==> config.mk <==
export PLATFORM = sky130hd
export DESIGN_NAME = tccb_front
export DESIGN_NICKNAME = d
export VERILOG_FILES = /design/src/design/tccb_pkg.sv /design/src/design/tccb_front.sv
export SDC_FILE = /design/constraint.sdc
export NUM_CORES = 1
export LEC_CHECK = 0
export ABC_AREA = 1
export BUFFER_PORTS_ARGS = -buffer_cell sky130_fd_sc_hd__buf_2
export CAP_MARGIN = 40
export CORE_AREA = 2 2 39 41
export DETAILED_ROUTE_END_ITERATION = 10
export DIE_AREA = 0 0 41 43
export PLACE_DENSITY = 0.74
export SLEW_MARGIN = 30
export SYNTH_ARGS = -nofsm -noshare
export SYNTH_HDL_FRONTEND = slang
export SYNTH_SLANG_ARGS = --single-unit
==> constraint.sdc <==
create_clock -name vclk -period 1.3
set_input_delay 0.13 -clock vclk [all_inputs]
set_output_delay 0.13 -clock vclk [all_outputs]
set_load 0.02 [all_outputs]
==> src/design/tccb_pkg.sv <==
// Shared types and character codes for the text console cell buffer.
package tccb_pkg;

  localparam logic [7:0] CODE_BS    = 8'd8;
  localparam logic [7:0] CODE_LF    = 8'd10;
  localparam logic [7:0] CODE_FF    = 8'd12;
  localparam logic [7:0] CODE_CR    = 8'd13;
  localparam logic [7:0] CODE_DEL   = 8'd127;
  localparam logic [7:0] SPACE_CODE = 8'd32;
  localparam logic [7:0] GLYPH_LAST = 8'd151;

  localparam logic OP_PUT  = 1'b0;
  localparam logic OP_READ = 1'b1;

  typedef struct packed {
    logic       operation;
    logic [7:0] char_code;
    logic [5:0] read_row;
    logic [5:0] read_col;
  } item_t;

  typedef struct packed {
    logic       redraw_one;
    logic [5:0] redraw_row;
    logic       redraw_all;
    logic [5:0] cursor_col;
    logic [5:0] cursor_row;
    logic [7:0] cell_char;
    logic [6:0] glyph_index;
  } result_t;

  typedef enum logic [2:0] {
    K_READ,
    K_CR,
    K_LF,
    K_ERASE,
    K_CLEAR,
    K_PUT,
    K_NOP
  } cmd_kind_t;

  typedef struct packed {
    cmd_kind_t  kind;
    logic [7:0] code;
    logic [5:0] row;
    logic [5:0] col;
  } cmd_t;

endpackage

==> src/design/tccb_front.sv <==
// Front end: accept items and classify them into console commands.
module tccb_front (
  input  logic            start,
  input  tccb_pkg::item_t item,
  input  logic            full,
  input  logic            clearing,
  output logic            busy,
  output logic            push,
  output tccb_pkg::cmd_t  push_cmd
);
  import tccb_pkg::*;

  assign busy = full || clearing;
  assign push = start && !busy;

  always_comb begin
    push_cmd.code = item.char_code;
    push_cmd.row  = item.read_row;
    push_cmd.col  = item.read_col;
    priority if (item.operation == OP_READ) begin
      push_cmd.kind = K_READ;
    end else if (item.char_code == CODE_CR) begin
      push_cmd.kind = K_CR;
    end else if (item.char_code == CODE_LF) begin
      push_cmd.kind = K_LF;
    end else if (item.char_code == CODE_BS || item.char_code == CODE_DEL) begin
      push_cmd.kind = K_ERASE;
    end else if (item.char_code == CODE_FF) begin
      push_cmd.kind = K_CLEAR;
    end else if (item.char_code >= SPACE_CODE) begin
      push_cmd.kind = K_PUT;
    end else begin
      push_cmd.kind = K_NOP;
    end
  end

endmodule

# --- After elaboration in Yosys (flattened, before gate mapping) ---
# Cells that the tools add are included.
classes:
  n_mux: 6
  eq_ne: 5
  order_cmp: 1
  reduce_logical: 4
ops:
  columns: ["op", "n"]
  rows:
  - ["$eq A8 B4 Y1 const B", 4]
  - ["$mux W3", 4]
  - ["$eq A8 B7 Y1 const B", 1]
  - ["$ge A8 B6 Y1 const B", 1]
  - ["$mux W2", 2]
  - ["$logic_or A1 B1 Y1", 2]
  - ["$logic_and A1 B1 Y1", 1]
  - ["$logic_not A1 Y1", 1]
word_totals:
  reg_bits: 0
  wordCells: 16
  out_inout_bits: 25
  input_bits: 24

# --- Depth between registers and ports, before layout ---
depth:
  word_depth: 7
  depth_mapped: 7
  mapped_depth_nobuf: 7

# --- Worst setup path after synthesis ---
# No wires, ideal clock.
synth_path:
  path_type: "input to output"
  from: "input item[18] in the netlist's numbering"
  to: "output push_cmd[20] in the netlist's numbering"
  t_required_ns: 1.170
  slack_ns: 0.348
  path_buffers: 0
  path_stages: 7
  t_arrival_ns: 0.822
  cell_sequence: "inv_2 nand2_2 nor2_4 nand2_1 nand3_1 nor2_1 nor2_1"
synth_lines:
  columns: ["element", "line_no", "source"]
  rows:
  - ["start: declaration", "tccb_front.sv:4", "input tccb_pkg::item_t item,"]
  - ["end: declaration", "tccb_front.sv:9", "output tccb_pkg::cmd_t push_cmd"]

==> flow_summary_export.csv <==
group,metric,value,unit
outcome,status,"complete, no violations",
yosys,synth_area_per_cell,5.44,um^2
timing,setup_tns,0,ns
timing,worstMarginPinSlew,0.169,ns
timing,rsz0062_at_grt,"no",
cells_and_area,clock_buffers,0,
die,io_pins,49,
cells_and_area,utilization,0.244,
detailed_routing,drtIter0Drc,3,
pwr,power_frac_clock,0,
yosys,synth-simple-area-share,0.401,
pwr,power_density,307,nW/um^2
cells_and_area,drive_gt1_frac,0.485,
pwr,switchingPower,0.0000642,W
detailed_routing,ant_nets,0,
pwr,vdd_drop_max,0.116,mV
die,die_y,43,um
yosys,yosysSeqAreaShare,0,
yosys,synth_xor_area_frac,0,
cells_and_area,synthToLayoutAreaGrowth,-1.46,%
detailed_routing,num_vias,317,
timing,setup_viol,0,
detailed_routing,routedWlPerCell,6.68,um
cells_and_area,design.seq.count,0,
cells_and_area,seq_area,0,um^2
timing,layout_setup_ws,0.238,ns
pwr,netSwitchingFraction,0.619,
timing,slew_viol_final,0,
worst_setup_path,worstPathArrival,0.93,ns
min_path,min_path_type,"in2out",
cells_and_area,num_antenna_cells,0,
cells_and_area,fin_nets,94,
detailed_routing,drt_wl_total,561,um
global_routing,grt_max_degree,6,
global_routing,grt_pass1_wl,821,um
clocking,cts.repair.resized,0,
yosys,synth_fa_ha_area_frac,0,
pwr,p_leak,0.221,nW
yosys,synth_warnings,0,
global_routing,first_global_vias,237,
timing,fmax,941,MHz
pwr,comb_power_share,1.000,
clocking,cts_setup_buffers,0,
global_routing,antenna_found_initial,0,
worst_setup_path,crit_path_end_kind,"output pin",
detailed_routing,viasPerCell,3.77,
die,die_area,1760,um^2
yosys,synthMuxAreaShare,0,
timing,hold_violations,0,
detailed_routing,firstDrtPassIters,3,
die,fp.dieW,41,um
die,start_util,0.248,
pwr,p_int,0.0000395,W
global_routing,grt_usage,0.0609,
clocking,ctsHoldBuffers,0,
global_routing,gr-total-overflow,0,
yosys,yosys.area.top_type_share,0.438,
detailed_routing,drc,0,
die,row_count,14,
worst_setup_path,setup.worst_path.start_class,"input pin",
worst_setup_path,critical_path_required,1.17,ns
place,io_buffers,25,
yosys,synth.cell_area,343,um^2
place,gp_congestion,0.699,
yosys,synth_compound_area_frac,0.0474,
pwr,seqPwrFrac,0,
yosys,synth_top_family_by_area,"buffers and inverters",
die,core,1380,um^2
timing,fin_crit,1.06,ns
worst_setup_path,path_max_fanout,4,
timing,relSlewSlack,0.886,
worst_setup_path,worstSetupPathType,"in2out",
yosys,synth_cells,63,
yosys,synth_top_area_cell,"buf_4",
yosys,synth_nets,87,
yosys,synth_area_leaders,"buf_4 (44%), nand2_1 (13%), nor2_1 (12%)",
job,drv_cap,0,
place,place_ws,0.225,ns
place,place_hpwl,537,um
timing,finalCritPeriodShare,0.817,
yosys,synth_cell_types,14,
-- worst paths after layout --
path | startpoint | to | slack [ns] | cells after the start
min | item[11] | push_cmd[11] | 0.26 | 0
max | item[17] | push_cmd[20] | 0.24 | 9
-- synthesized netlist by cell type, drive strengths merged --
cell    count
clkinv      1
buf        20
o21bai      1
nand2      14
nand3       2
a21oi       1
nor3        1
nor2       13
or2         1
inv         9
-- power groups by stage --
stage	Sequential (W)	Clock, W	Combinational, W
after floorplan	0	0	0.000131
after global placement	0	0	0.000104
after detailed placement	0	0	0.000105
after CTS	0	0	0.000105
after global routing	0	0	0.000116
final	0	0	0.000104
-- per-layer routing --
layer | global-route usage | part of all wire | vias to the layer above
met1 | 0.0665 | 0.38 | 131
met5 | 0 | 0 | -
met4 | 0.00667 | 0 | 0
met2 | 0.122 | 0.51 | 11
li1 | - | - | 175
met3 | 0 | 0.11 | 0
-- critical path: stages --
cell and delay, ns:
buf_2 0.12, inv_1 0.05, nand2_1 0.07, nor2_4 0.12
nand2_1 0.10, nand3_1 0.08, nor2_1 0.04, nor2_1 0.07
buf_2 0.16
-- final cells by class --
class	instances	area [um^2]
Timing Repair Buffer	25	125
Fill cell	166	1050
Tap cell	16	20.0
Inverter	10	38.8
Multi-Input combinational cell	33	154
-- kinds of logic (layout without fill, tap and decap cells) --
logic type | Yosys count | count (layout)
simple gates | 31 | 31
buf+inv | 30 | 35
compound gates | 2 | 2
-- stage by stage --
step	hold slack (ns)	instance area, um^2	power (W)	instances
global placement	0.260	338	0.000104	84
CTS	0.260	338	0.000105	84
floorplan	0.340	343	0.000131	63
global route	0.260	338	0.000116	84
finish	0.260	338	0.000104	84
detailed placement	0.260	338	0.000105	84
-- cell usage in the layout, fill, tap and decap left out, drive strengths merged --
| master | synthesis | layout |
|---|---|---|
| nor2 | 13 | 13 |
| nor3 | 1 | 1 |
| nand3 | 2 | 2 |
| nand2 | 14 | 14 |
| or2 | 1 | 1 |
| clkinv | 1 | 1 |
| inv | 9 | 9 |
| buf | 20 | 25 |
| o21bai | 1 | 1 |
| a21oi | 1 | 1 |
(Power assumes the default switching activity.)
