<file path="config.mk">
export PLATFORM = sky130hd
export DESIGN_NAME = tccb_queue
export DESIGN_NICKNAME = d
export VERILOG_FILES = /design/src/design/tccb_pkg.sv /design/src/design/tccb_queue.sv
export SDC_FILE = /design/constraint.sdc
export NUM_CORES = 1
export LEC_CHECK = 0
export ABC_AREA = 1
export BUFFER_PORTS_ARGS = -buffer_cell sky130_fd_sc_hd__buf_2
export CAP_MARGIN = 25
export CORE_UTILIZATION = 51
export DETAILED_ROUTE_END_ITERATION = 8
export HOLD_SLACK_MARGIN = 0.03
export PLACE_DENSITY = 0.78
export SLEW_MARGIN = 20
export SYNTH_ARGS = -nofsm -noshare
export SYNTH_HDL_FRONTEND = slang
export SYNTH_SLANG_ARGS = --single-unit
</file>
<file path="constraint.sdc">
create_clock -name clk -period 2.1 [get_ports clk]
set_input_delay 0.21 -clock clk [delete_from_list [all_inputs] [get_ports clk]]
set_output_delay 0.21 -clock clk [all_outputs]
set_load 0.03 [all_outputs]
</file>
<file path="src/design/tccb_pkg.sv">
// Shared types and character codes for the text console cell buffer.
package tccb_pkg;

  localparam logic [7:0] CODE_BS    = 8'd8;
  localparam logic [7:0] CODE_LF    = 8'd10;
  localparam logic [7:0] CODE_FF    = 8'd12;
  localparam logic [7:0] CODE_CR    = 8'd13;
  localparam logic [7:0] CODE_DEL   = 8'd127;
  localparam logic [7:0] SPACE_CODE = 8'd32;
  localparam logic [7:0] GLYPH_LAST = 8'd151;

  localparam logic OP_PUT  = 1'b0;
  localparam logic OP_READ = 1'b1;

  typedef struct packed {
    logic       operation;
    logic [7:0] char_code;
    logic [5:0] read_row;
    logic [5:0] read_col;
  } item_t;

  typedef struct packed {
    logic       redraw_one;
    logic [5:0] redraw_row;
    logic       redraw_all;
    logic [5:0] cursor_col;
    logic [5:0] cursor_row;
    logic [7:0] cell_char;
    logic [6:0] glyph_index;
  } result_t;

  typedef enum logic [2:0] {
    K_READ,
    K_CR,
    K_LF,
    K_ERASE,
    K_CLEAR,
    K_PUT,
    K_NOP
  } cmd_kind_t;

  typedef struct packed {
    cmd_kind_t  kind;
    logic [7:0] code;
    logic [5:0] row;
    logic [5:0] col;
  } cmd_t;

endpackage

</file>
<file path="src/design/tccb_queue.sv">
// Two-entry command queue between the front end and the executor.
module tccb_queue (
  input  logic           clk,
  input  logic           rst,
  input  logic           push,
  input  tccb_pkg::cmd_t push_cmd,
  input  logic           pop,
  output logic           full,
  output logic           valid,
  output tccb_pkg::cmd_t head
);
  import tccb_pkg::*;

  localparam int DEPTH = 2;
  localparam int PTR_W = $clog2(DEPTH);

  cmd_t             entries [DEPTH];
  logic [PTR_W-1:0] wr_ptr;
  logic [PTR_W-1:0] rd_ptr;
  logic [PTR_W:0]   count;

  assign full  = (count == (PTR_W+1)'(DEPTH));
  assign valid = (count != '0);
  assign head  = entries[rd_ptr];

  always_ff @(posedge clk) begin
    if (push) begin
      entries[wr_ptr] <= push_cmd;
    end
  end

  always_ff @(posedge clk) begin
    if (rst) begin
      wr_ptr <= '0;
      rd_ptr <= '0;
      count  <= '0;
    end else begin
      if (push) begin
        wr_ptr <= wr_ptr + 1'b1;
      end
      if (pop) begin
        rd_ptr <= rd_ptr + 1'b1;
      end
      unique case ({push, pop})
        2'b10:   count <= count + 1'b1;
        2'b01:   count <= count - 1'b1;
        default: count <= count;
      endcase
    end
  end

endmodule

</file>
# Word level (Yosys, flattened, before mapping)
# Memories as Yosys holds them, arrays and structs flattened. A register that Yosys moved wholly into a read port is not among the register bits.
# Index checks and enable logic that the tools add are counted.
[totals] ff_bits=4 out_inout_bits=25 input_bits=27 n_memories=1 ram_bits=46
[classes] n_reduce_logical=2 n_eq_ne=3 mux=5 addsub=4
[mem_list] memory="entries" words=2 word_bits=23 read_ports=1 rd_ports_with_merged_regs=1 wr=1 line="tccb_queue.sv:17" rtl="cmd_t entries [DEPTH];"
[ops] cell="== test 2 bit, second input constant" n=2
[ops] cell="two-way mux 1 bit" n=4
[ops] cell="case mux 2 bit (2 select lines)" n=1
[ops] cell="nonzero test 2 bit" n=2
[ops] cell="adder 1 bit, second input constant" n=2
[ops] cell="adder 2 x 1 -> 2 bit, second input constant" n=1
[ops] cell="== test 2 x 1 -> 1 bit, second input constant" n=1
[ops] cell="subtractor 2 x 1 -> 2 bit, second input constant" n=1

# Longest topological paths before layout
# Gate-level depths: netlist (run 1).
[depth] depth_word=3 mapped_depth=7 depth_no_buf=7

# Worst setup path after synthesis (run 1)
# No wires, ideal clock.
[synth_path] path_type="register -> register" from="reg wr_ptr" to="mem entries[0][0] (netlist name), enable pin" setup_time_ns=0.403 setup_slack_ns=0.391 required_time_ns=1.697 period_less_slack_ns=1.709 path_stages_with_launch=2 arrival_time_ns=1.306 cell_sequence="dfxtp_1 > nor2_1"
[synth_rtl] element="start: declaration" line="tccb_queue.sv:18" rtl="logic [PTR_W-1:0] wr_ptr;"
[synth_rtl] element="start signal: assignment" line="tccb_queue.sv:39" rtl="wr_ptr <= wr_ptr + 1'b1;"
[synth_rtl] element="end: declaration" line="tccb_queue.sv:17"
# No word-level cell before the write port.

==> results.tsv, run 1 <==
stage	metric	value	unit
final_layout	Area Growth Syn to Fin	22.2	%
place	port bufs	51	
sta	max-slew violation count	0	
routing	number of routed nets with antenna violations	0	
critical_path	critical path class	reg2out	
routing	initial DRC count	21	
critical_path	Req. time, crit path	1.89	ns
final_layout	Final Net Count	193	
pwr	IR drop worst, VDD	0.000512	V
routing	total vias in the final route	1028	
min_path	Hold Path Class	in2reg	
cts	Worst-path clk slew	0.08	ns
logic_synthesis	FF+latch count, synth	51	
logic_synthesis	Post-Syn Area per Cell	18.2	µm²
cts	post-CTS setup buffer count	0	
pwr	switching share of power	0.254	
grt	GR Util met3	0.0620	
grt	GRT met1 Usage	0.149	
final_layout	Finished Cell Area	2310	µm²
logic_synthesis	syn nets	132	
sta	Slew headroom	0.826	
logic_synthesis	cell area after synthesis	1890	µm²
critical_path	crit path max fanout	11	
pwr	Reg power frac	0.581	
cts	clock sink count	51	
pwr	Logic pwr share	0.157	
floorplan	Rows	21	
grt	GRT overflow	0	
logic_synthesis	ranking of synthesized cells by area	edfxtp_1 73%, mux2_2 14%, dfxtp_1 5.3%	
sta	Final setup viols	0	
grt	largest net degree at the start of global routing	19	
pwr	internal power	1.52	mW
floorplan	Die Ht	62.8	µm
routing	per-cell routed wire length	13.6	µm
min_path	Worst Min Path Start	push_cmd[4]	
logic_synthesis	Syn Inst Count	104	
floorplan	Top Ports	52	
sta	Fmax	631	MHz
routing	drt first pass iters	4	
logic_synthesis	top cell type's share of synthesized area	0.732	
cts	CTS root buf	clkbuf_8	
grt	met2 usage	0.308	
place	Detailed Place HPWL	2100	µm
critical_path	Critical Path End Type	output port	
routing	Total Wirelength	2870	µm
status	status	completed	
job	Max-cap violations	0	
logic_synthesis	YS warnings	0	
final_layout	register area	1480	µm²
final_layout	area taken by multi-input logic gates	360	µm²
critical_path	CP startpoint kind	flop	
critical_path	FF-to-FF Start	wr_ptr	
cts	deepest clock path buffer count	2	
floorplan	Die Wd	62.8	µm
grt	first-pass GRT wire length	4640	µm
final_layout	Finished Core Util	0.670	
critical_path	critical path arrival	1.38	ns
final_layout	ratio of cells with drive above 1 in the final layout	0.524	
grt	vias in the first global route	1084	
pwr	Power Density	882	nW/µm²
floorplan	area of the core	3440	µm²
logic_synthesis	top cell type by total area after synthesis	edfxtp_1	
routing	Post-route DRC	0	
sta	Final Skew	0.00112	ns
floorplan	Starting Density	0.549	
sta	final hold violations	0	
place	Placement Cell Area	2220	µm²
logic_synthesis	register area share after synthesis	0.785	
cts	total CTS buffers	5	
pwr	Sw Pwr	0.518	mW
sta	crit share post-route	0.755	
grt	initial antenna violation count	0	
sta	worst slew pin tran	0.260	ns
sta	unrepaired setup endpoints after global routing	no	
pwr	leak pwr	0.912	nW
pwr	total power draw	2.04	mW
cts	Post-CTS Resized	0	
place	GPL Wtd Cong	0.638	
logic_synthesis	synth unique cells	13	
cts	worst skew pair latency	0.30	ns
final_layout	number of fill cells in the layout	266	
final_layout	Inserted Diodes	0	
routing	Via-to-Cell Ratio	4.85	
grt	layer with the highest usage	met2	
cts	H-tree depth	2	
pwr	clock power share	0.261	
floorplan	Die ar.	3950	µm²
sta	Fin Setup TNS	0	ns
cts	Post-CTS Hold Buffers	0	
cts	CTS tree	yes	
sta	Min Clock Period, post-route	1.59	ns
grt	Global Route Usage Sum	0.165	
[logic make-up after synthesis]
family	after synthesis	synth area share
AO/OA/AOI/OAI	2	0.00530
XOR/XNOR	1	0.00464
adder cells (fa/ha/maj)	1	0.00663
buffers and inverters	9	0.0258
flip-flops	51	0.785
multiplexers	23	0.137
AND/OR/NAND/NOR	17	0.0358
[cell type report]
cell class,instances,share of cell area
repair buffers,56,0.127
flip-flops and latches,51,0.642
inverters,7,0.0114
well taps,46,0.0249
clock buffers,5,0.0298
clock inverters,3,0.00868
multi-input cells,44,0.156
[sequential cells by signal (all words and copies together) (netlist names), named ones only]
register	count
entries	46
count	2
rd_ptr	1
wr_ptr	1
[metrics by stage]
stage / std cells / hold slack [ns] / setup WS [ns]
6_report: 212 / 0.0928 / 0.514
5_1_grt: 212 / 0.0779 / 0.442
4_1_cts: 212 / 0.0814 / 0.495
3_5_place_dp: 204 / 0.402 / 0.806
3_3_place_gp: 204 / 0.398 / 0.844
2_1_floorplan: 104 / 0.282 / 0.391
[power groups by stage]
stage                     sequential, mW  combinational (mW)  clock (mW)
final                               1.18               0.320       0.532
after global routing                1.19               0.343       0.570
after CTS                           1.18               0.324       0.548
after detailed placement            1.21               0.323           0
after global placement              1.20               0.314           0
after floorplan                     1.21               0.223           0
[synthesized netlist by cell type]
master and number:
a21oi_1 1, buf_6 2, dfxtp_1 5, edfxtp_1 46
ha_1 1, inv_1 7, mux2_2 23, nand2_1 6
nand4_1 1, nor2_1 9, nor3_1 1, o21ai_0 1
xnor2_1 1
[critical path, cell delays in order (launching register included)]
cell and delay [ns]:
dfxtp_1 0.34, buf_4 0.19, mux2_2 0.36, buf_2 0.18
[cell usage in the layout, fill, tap and decap left out, types with 5 or more instances in the layout]
cell type  count
edfxtp_1      46
buf_4          5
dfxtp_1        5
mux2_2        23
nand2_1        6
nor2_1         8
clkbuf_8       5
buf_2         51
inv_1          7
[final timing paths]
kind / to / slack, ns / cells past startpoint
worst max-delay path: head[11] / 0.51 / 3
worst min-delay path: entries[0][4] / 0.09 / 1
worst max register to register: entries[1][21] / 0.81 / 3
worst min register to register: count[1] / 0.51 / 2
[routing by layer]
| metal | wire length (µm) | up-vias |
|---|---|---|
| met5 | 0 | - |
| met2 | 1650 | 27 |
| met1 | 1020 | 492 |
| li1 | - | 503 |
| met3 | 139 | 6 |
| met4 | 68 | 0 |
Power figures use the tool's default switching activity.
==> run 2, diff against run 1 <==
- clock period: 2.1 -> 1.65 ns (I/O delays scaled with it)
==> results.tsv, run 2 (synthesized netlist as in run 1, its figures left out) <==
stage	metric	value	unit	change
status	status	completed		unchanged
pwr	switching share of power	0.244		was 0.254
place	port bufs	51		unchanged
pwr	Power Density	1130	nW/µm²	was 882 nW/µm²
cts	Worst-path clk slew	0.08	ns	about the same
grt	GRT overflow	0		unchanged
final_layout	Inserted Diodes	0		unchanged
critical_path	R2R Path End	entries[1][6]		was entries[1][21]
sta	Final setup viols	0		unchanged
critical_path	CP startpoint kind	flop		unchanged
place	Detailed Place HPWL	2180	µm	was 2100 µm
final_layout	biggest regs	entries x46, count x2		unchanged
sta	Slew headroom	0.739		was 0.826
grt	Global Route Usage Sum	0.169		was 0.165
cts	post-CTS setup buffer count	0		unchanged
sta	Min Clock Period, post-route	1.53	ns	
min_path	hold path depth	1		unchanged
final_layout	Most flops, register	entries		unchanged
place	Placement Cell Area	2220	µm²	about the same
pwr	leak pwr	0.915	nW	was 0.912 nW
routing	initial DRC count	25		was 21
floorplan	Die ar.	3950	µm²	unchanged
critical_path	R2R depth	3		unchanged
grt	vias in the first global route	1043		was 1,084
floorplan	Starting Density	0.549		unchanged
floorplan	area of the core	3440	µm²	unchanged
critical_path	Req. time, crit path	1.48	ns	was 1.89 ns
floorplan	Die Ht	62.8	µm	unchanged
final_layout	max FFs per register	46		unchanged
critical_path	FF-to-FF Start	wr_ptr		unchanged
routing	drt first pass iters	3		was 4
routing	number of routed nets with antenna violations	0		unchanged
grt	largest net degree at the start of global routing	24		was 19
critical_path	r2r setup slk	0.41	ns	was 0.81 ns
grt	initial antenna violation count	0		unchanged
final_layout	ratio of cells with drive above 1 in the final layout	0.515		was 0.524
critical_path	critical path class	reg2out		unchanged
cts	clock sink count	51		unchanged
final_layout	number of fill cells in the layout	245		was 266
pwr	Reg power frac	0.578		was 0.581
routing	Total Wirelength	3040	µm	was 2870 µm
sta	Fmax	654	MHz	
cts	deepest clock path buffer count	2		unchanged
min_path	Min-Delay Endpoint	entries[0][17]		was entries[0][4]
pwr	IR drop worst, VDD	0.000709	V	was 0.000512 V
cts	Post-CTS Hold Buffers	0		unchanged
final_layout	area taken by multi-input logic gates	360	µm²	unchanged
cts	H-tree depth	2		unchanged
place	GPL Wtd Cong	0.648		was 0.638
cts	total CTS buffers	5		unchanged
grt	first-pass GRT wire length	4740	µm	was 4640 µm
sta	crit share post-route	0.927		
cts	CTS root buf	clkbuf_8		unchanged
min_path	Hold Path Class	in2reg		unchanged
pwr	Logic pwr share	0.157		about the same
job	Max-cap violations	0		unchanged
sta	worst slew pin tran	0.391	ns	was 0.260 ns
final_layout	Final Net Count	192		was 193
sta	Fin Setup TNS	0	ns	unchanged
cts	worst skew pair latency	0.29	ns	was 0.30 ns
cts	Post-CTS Resized	0		unchanged
final_layout	register area	1480	µm²	unchanged
cts	CTS tree	yes		unchanged
critical_path	crit path max fanout	12		was 11
floorplan	Rows	21		unchanged
floorplan	Top Ports	52		unchanged
pwr	internal power	1.97	mW	was 1.52 mW
routing	Post-route DRC	0		unchanged
min_path	Worst Min Path Start	push_cmd[17]		was push_cmd[4]
final_layout	Area Growth Syn to Fin	22.5	%	was 22.2%
pwr	clock power share	0.265		was 0.261
sta	unrepaired setup endpoints after global routing	no		unchanged
sta	max-slew violation count	0		unchanged
floorplan	Die Wd	62.8	µm	unchanged
sta	Final Skew	0.00407	ns	was 0.00112 ns
routing	Via-to-Cell Ratio	4.84		was 4.85
final_layout	commonest non-fill, non-tap cell in the layout	buf_2		unchanged
critical_path	Critical Path End Type	output port		unchanged
sta	final hold violations	0		unchanged
critical_path	critical path arrival	1.36	ns	was 1.38 ns
final_layout	most frequent cells in the layout	51 x buf_2, 46 x edfxtp_1, 23 x mux2_2, 8 x nor2_1, 7 x inv_1		unchanged
routing	per-cell routed wire length	14.4	µm	was 13.6 µm
pwr	Sw Pwr	0.636	mW	was 0.518 mW
routing	total vias in the final route	1022		was 1,028
final_layout	Finished Cell Area	2310	µm²	about the same
run 2: final cells by class:
cell class,instances,share of cell area
well taps,46,0.0249
flip-flops and latches,51,0.640
repair buffers,55,0.129
multi-input cells,44,0.156
inverters,7,0.0114
clock buffers,7,0.0373
clock inverters,1,0.00162
run 2: power by group through the flow:
stage          Clock, mW  Combinational, mW  Sequential [mW]
5_1_grt            0.756              0.437             1.52
3_5_place_dp           0              0.413             1.54
4_1_cts            0.714              0.415             1.51
6_report           0.692              0.409             1.51
3_3_place_gp           0              0.402             1.53
2_1_floorplan          0              0.284             1.53
run 2: worst max-delay path by stage:
stage	start	endpoint	slack, ns	cells after the start
after global placement	flop	head[13]	0.44	3
final	flop	head[12]	0.12	3
after global routing	flop	head[12]	0.03	3
after detailed placement	wr_ptr	entries[1][2]	0.42	3
after CTS	flop	head[13]	0.09	3
after floorplan	wr_ptr	entries[0][0]	0.31	1
run 2: per-stage QoR:
stage | worst slack (ns) | utilization | power (mW) | hold WS [ns] | cells
3_5_place_dp | 0.419 | 0.646 | 1.95 | 0.358 | 203
6_report | 0.120 | 0.672 | 2.61 | 0.0588 | 211
3_3_place_gp | 0.441 | 0.646 | 1.93 | 0.352 | 203
5_1_grt | 0.0267 | 0.672 | 2.71 | 0.0413 | 211
2_1_floorplan | 0.311 | - | 1.82 | 0.237 | 104
4_1_cts | 0.0879 | 0.672 | 2.64 | 0.0482 | 211
run 2: critical path, stage by stage, from the launching register on:
cell	delay, ns
dfxtp_1	0.34
buf_4	0.21
mux2_2	0.35
buf_2	0.18
run 2: routing by layer:
| metal | wire (µm) | track usage | part of all wire |
|---|---|---|---|
| met1 | 1240 | 0.191 | 0.41 |
| met2 | 1600 | 0.287 | 0.53 |
| met3 | 149 | 0.0675 | 0.049 |
| met4 | 45 | 0.0610 | 0.015 |
| met5 | 0 | 0 | 0 |
==> run 3, diff against run 2 <==
- CORE_UTILIZATION: 51 -> 45
==> results.tsv, run 3 (synthesized netlist as in run 1, its figures left out) <==
stage	metric	value	unit	change
final_layout	final std cells w/o fill	215		was 211
final_layout	most frequent cells in the layout	51 x buf_2, 46 x edfxtp_1, 23 x mux2_2, 8 x nor2_1, 7 x inv_1		unchanged
sta	Slew headroom	0.793		was 0.739
final_layout	Final Net Count	192		unchanged
critical_path	Crit-path slowest cell	mux2_2		unchanged
sta	Final setup viols	0		unchanged
routing	per-cell routed wire length	13.7	µm	was 14.4 µm
sta	final setup margin	0.119	ns	was 0.120 ns
floorplan	Top Ports	52		unchanged
routing	number of routed nets with antenna violations	0		unchanged
pwr	Power Density	1120	nW/µm²	was 1130 nW/µm²
routing	initial DRC count	31		was 25
grt	GRT overflow	0		unchanged
routing	drt first pass iters	2		was 3
final_layout	Area Growth Syn to Fin	21.7	%	was 22.5%
critical_path	R2R depth	3		unchanged
critical_path	r2r setup slk	0.51	ns	was 0.41 ns
routing	Post-route DRC	0		unchanged
floorplan	Die Wd	66.8	µm	was 62.8 µm
pwr	leak pwr	0.908	nW	was 0.915 nW
floorplan	Starting Density	0.472		was 0.549
final_layout	commonest non-fill, non-tap cell in the layout	buf_2		unchanged
cts	Post-CTS Hold Buffers	0		unchanged
sta	worst slew pin tran	0.310	ns	was 0.391 ns
critical_path	critical path class	reg2out		unchanged
min_path	Worst Min Path Start	push_cmd[14]		was push_cmd[17]
critical_path	FF-to-FF Start	wr_ptr		unchanged
grt	initial antenna violation count	0		unchanged
sta	unrepaired setup endpoints after global routing	no		unchanged
critical_path	R2R Path End	entries[1][19]		was entries[1][6]
sta	max-slew violation count	0		unchanged
critical_path	CP delay by family, top	buffers and inverters		unchanged
cts	total CTS buffers	5		unchanged
sta	Min Clock Period, post-route	1.53	ns	about the same
cts	clock sink count	51		unchanged
routing	Via-to-Cell Ratio	4.80		was 4.84
cts	worst skew pair latency	0.29	ns	about the same
cts	CTS tree	yes		unchanged
sta	Final Skew	0.00399	ns	was 0.00407 ns
place	GPL Wtd Cong	0.657		was 0.648
final_layout	number of fill cells in the layout	330		was 245
min_path	Hold Path Class	in2reg		unchanged
sta	crit share post-route	0.928		was 0.927
job	Max-cap violations	0		unchanged
floorplan	area of the core	4000	µm²	was 3440 µm²
floorplan	Die Ht	66.8	µm	was 62.8 µm
critical_path	CP startpoint kind	flop		unchanged
grt	largest net degree at the start of global routing	24		unchanged
floorplan	Rows	23		was 21
min_path	Min-Delay Endpoint	entries[0][14]		was entries[0][17]
min_path	hold path depth	1		unchanged
final_layout	max FFs per register	46		unchanged
final_layout	biggest regs	entries x46, count x2		unchanged
place	pre-CTS setup slack	0.431	ns	was 0.419 ns
sta	Fmax	653	MHz	was 654 MHz
routing	Total Wirelength	2950	µm	was 3040 µm
grt	vias in the first global route	1033		was 1,043
sta	Fin Setup TNS	0	ns	unchanged
critical_path	Req. time, crit path	1.48	ns	about the same
routing	total vias in the final route	1031		was 1,022
critical_path	Critical Path End Type	output port		unchanged
cts	deepest clock path buffer count	2		unchanged
final_layout	ratio of cells with drive above 1 in the final layout	0.515		unchanged
sta	final hold violations	0		unchanged
cts	Worst-path clk slew	0.08	ns	about the same
critical_path	critical path arrival	1.37	ns	was 1.36 ns
cts	CTS root buf	clkbuf_8		unchanged
place	Detailed Place HPWL	2060	µm	was 2180 µm
final_layout	Finished Core Util	0.574		was 0.672
pwr	IR drop worst, VDD	0.000591	V	was 0.000709 V
place	port bufs	51		unchanged
status	status	completed		unchanged
final_layout	Most flops, register	entries		unchanged
critical_path	CP peak stage delay	0.35	ns	about the same
place	placed cells	207		was 203
critical_path	crit path max fanout	12		unchanged
cts	Post-CTS Resized	0		unchanged
grt	first-pass GRT wire length	4480	µm	was 4740 µm
grt	Global Route Usage Sum	0.145		was 0.169
critical_path	worst path cell trace	buf_4 -> mux2_2 -> buf_2		unchanged
critical_path	crit path buf inv count	2		unchanged
floorplan	Die ar.	4460	µm²	was 3950 µm²
cts	H-tree depth	2		unchanged
final_layout	Inserted Diodes	0		unchanged
cts	post-CTS setup buffer count	0		unchanged
[run 3: worst reg2reg max path, stage by stage (launching register included)]
cell     delay (ns)
dfxtp_1        0.38
nand2_1        0.07
inv_1          0.07
buf_4          0.30
[run 3: area by class of cell]
class,instances,area [µm²],share of cell area
clock inverter,1,5.00,0.00218
clock buffer,7,76.3,0.0332
inverter,7,26.3,0.0114
timing repair buffer,55,285,0.124
multi-input combinational,44,360,0.157
sequential,51,1480,0.645
tap,50,62.6,0.0272
[run 3: worst max-delay path by stage]
stage                       from       endpoint  slack [ns]  depth (start not counted)
after global placement      flop       head[13]        0.45                          3
after global routing        flop       head[18]        0.02                          3
after floorplan           wr_ptr  entries[0][0]        0.31                          1
final                       flop       head[17]        0.12                          3
after detailed placement    flop       head[22]        0.43                          3
after CTS                   flop       head[22]        0.10                          3
[run 3: metal layers]
metal,global-route usage,share of wire
met1,0.150,0.40
met4,0.0638,0.014
met5,0,0
met3,0.0548,0.046
met2,0.259,0.54
[run 3: power by group]
part	leakage, nW	total [mW]	switching [mW]	internal [mW]
combinational	0.392	0.404	0.256	0.148
sequential	0.473	1.51	0.0213	1.49
clock	0.0422	0.653	0.355	0.298
[run 3: per-stage QoR]
stage | power [mW] | hold WS [ns] | cell area, µm²
after CTS | 2.60 | 0.0489 | 2300
after global placement | 1.93 | 0.354 | 2220
after global routing | 2.68 | 0.0411 | 2300
after detailed placement | 1.95 | 0.358 | 2220
after floorplan | 1.82 | 0.237 | 1890
final | 2.57 | 0.0577 | 2300
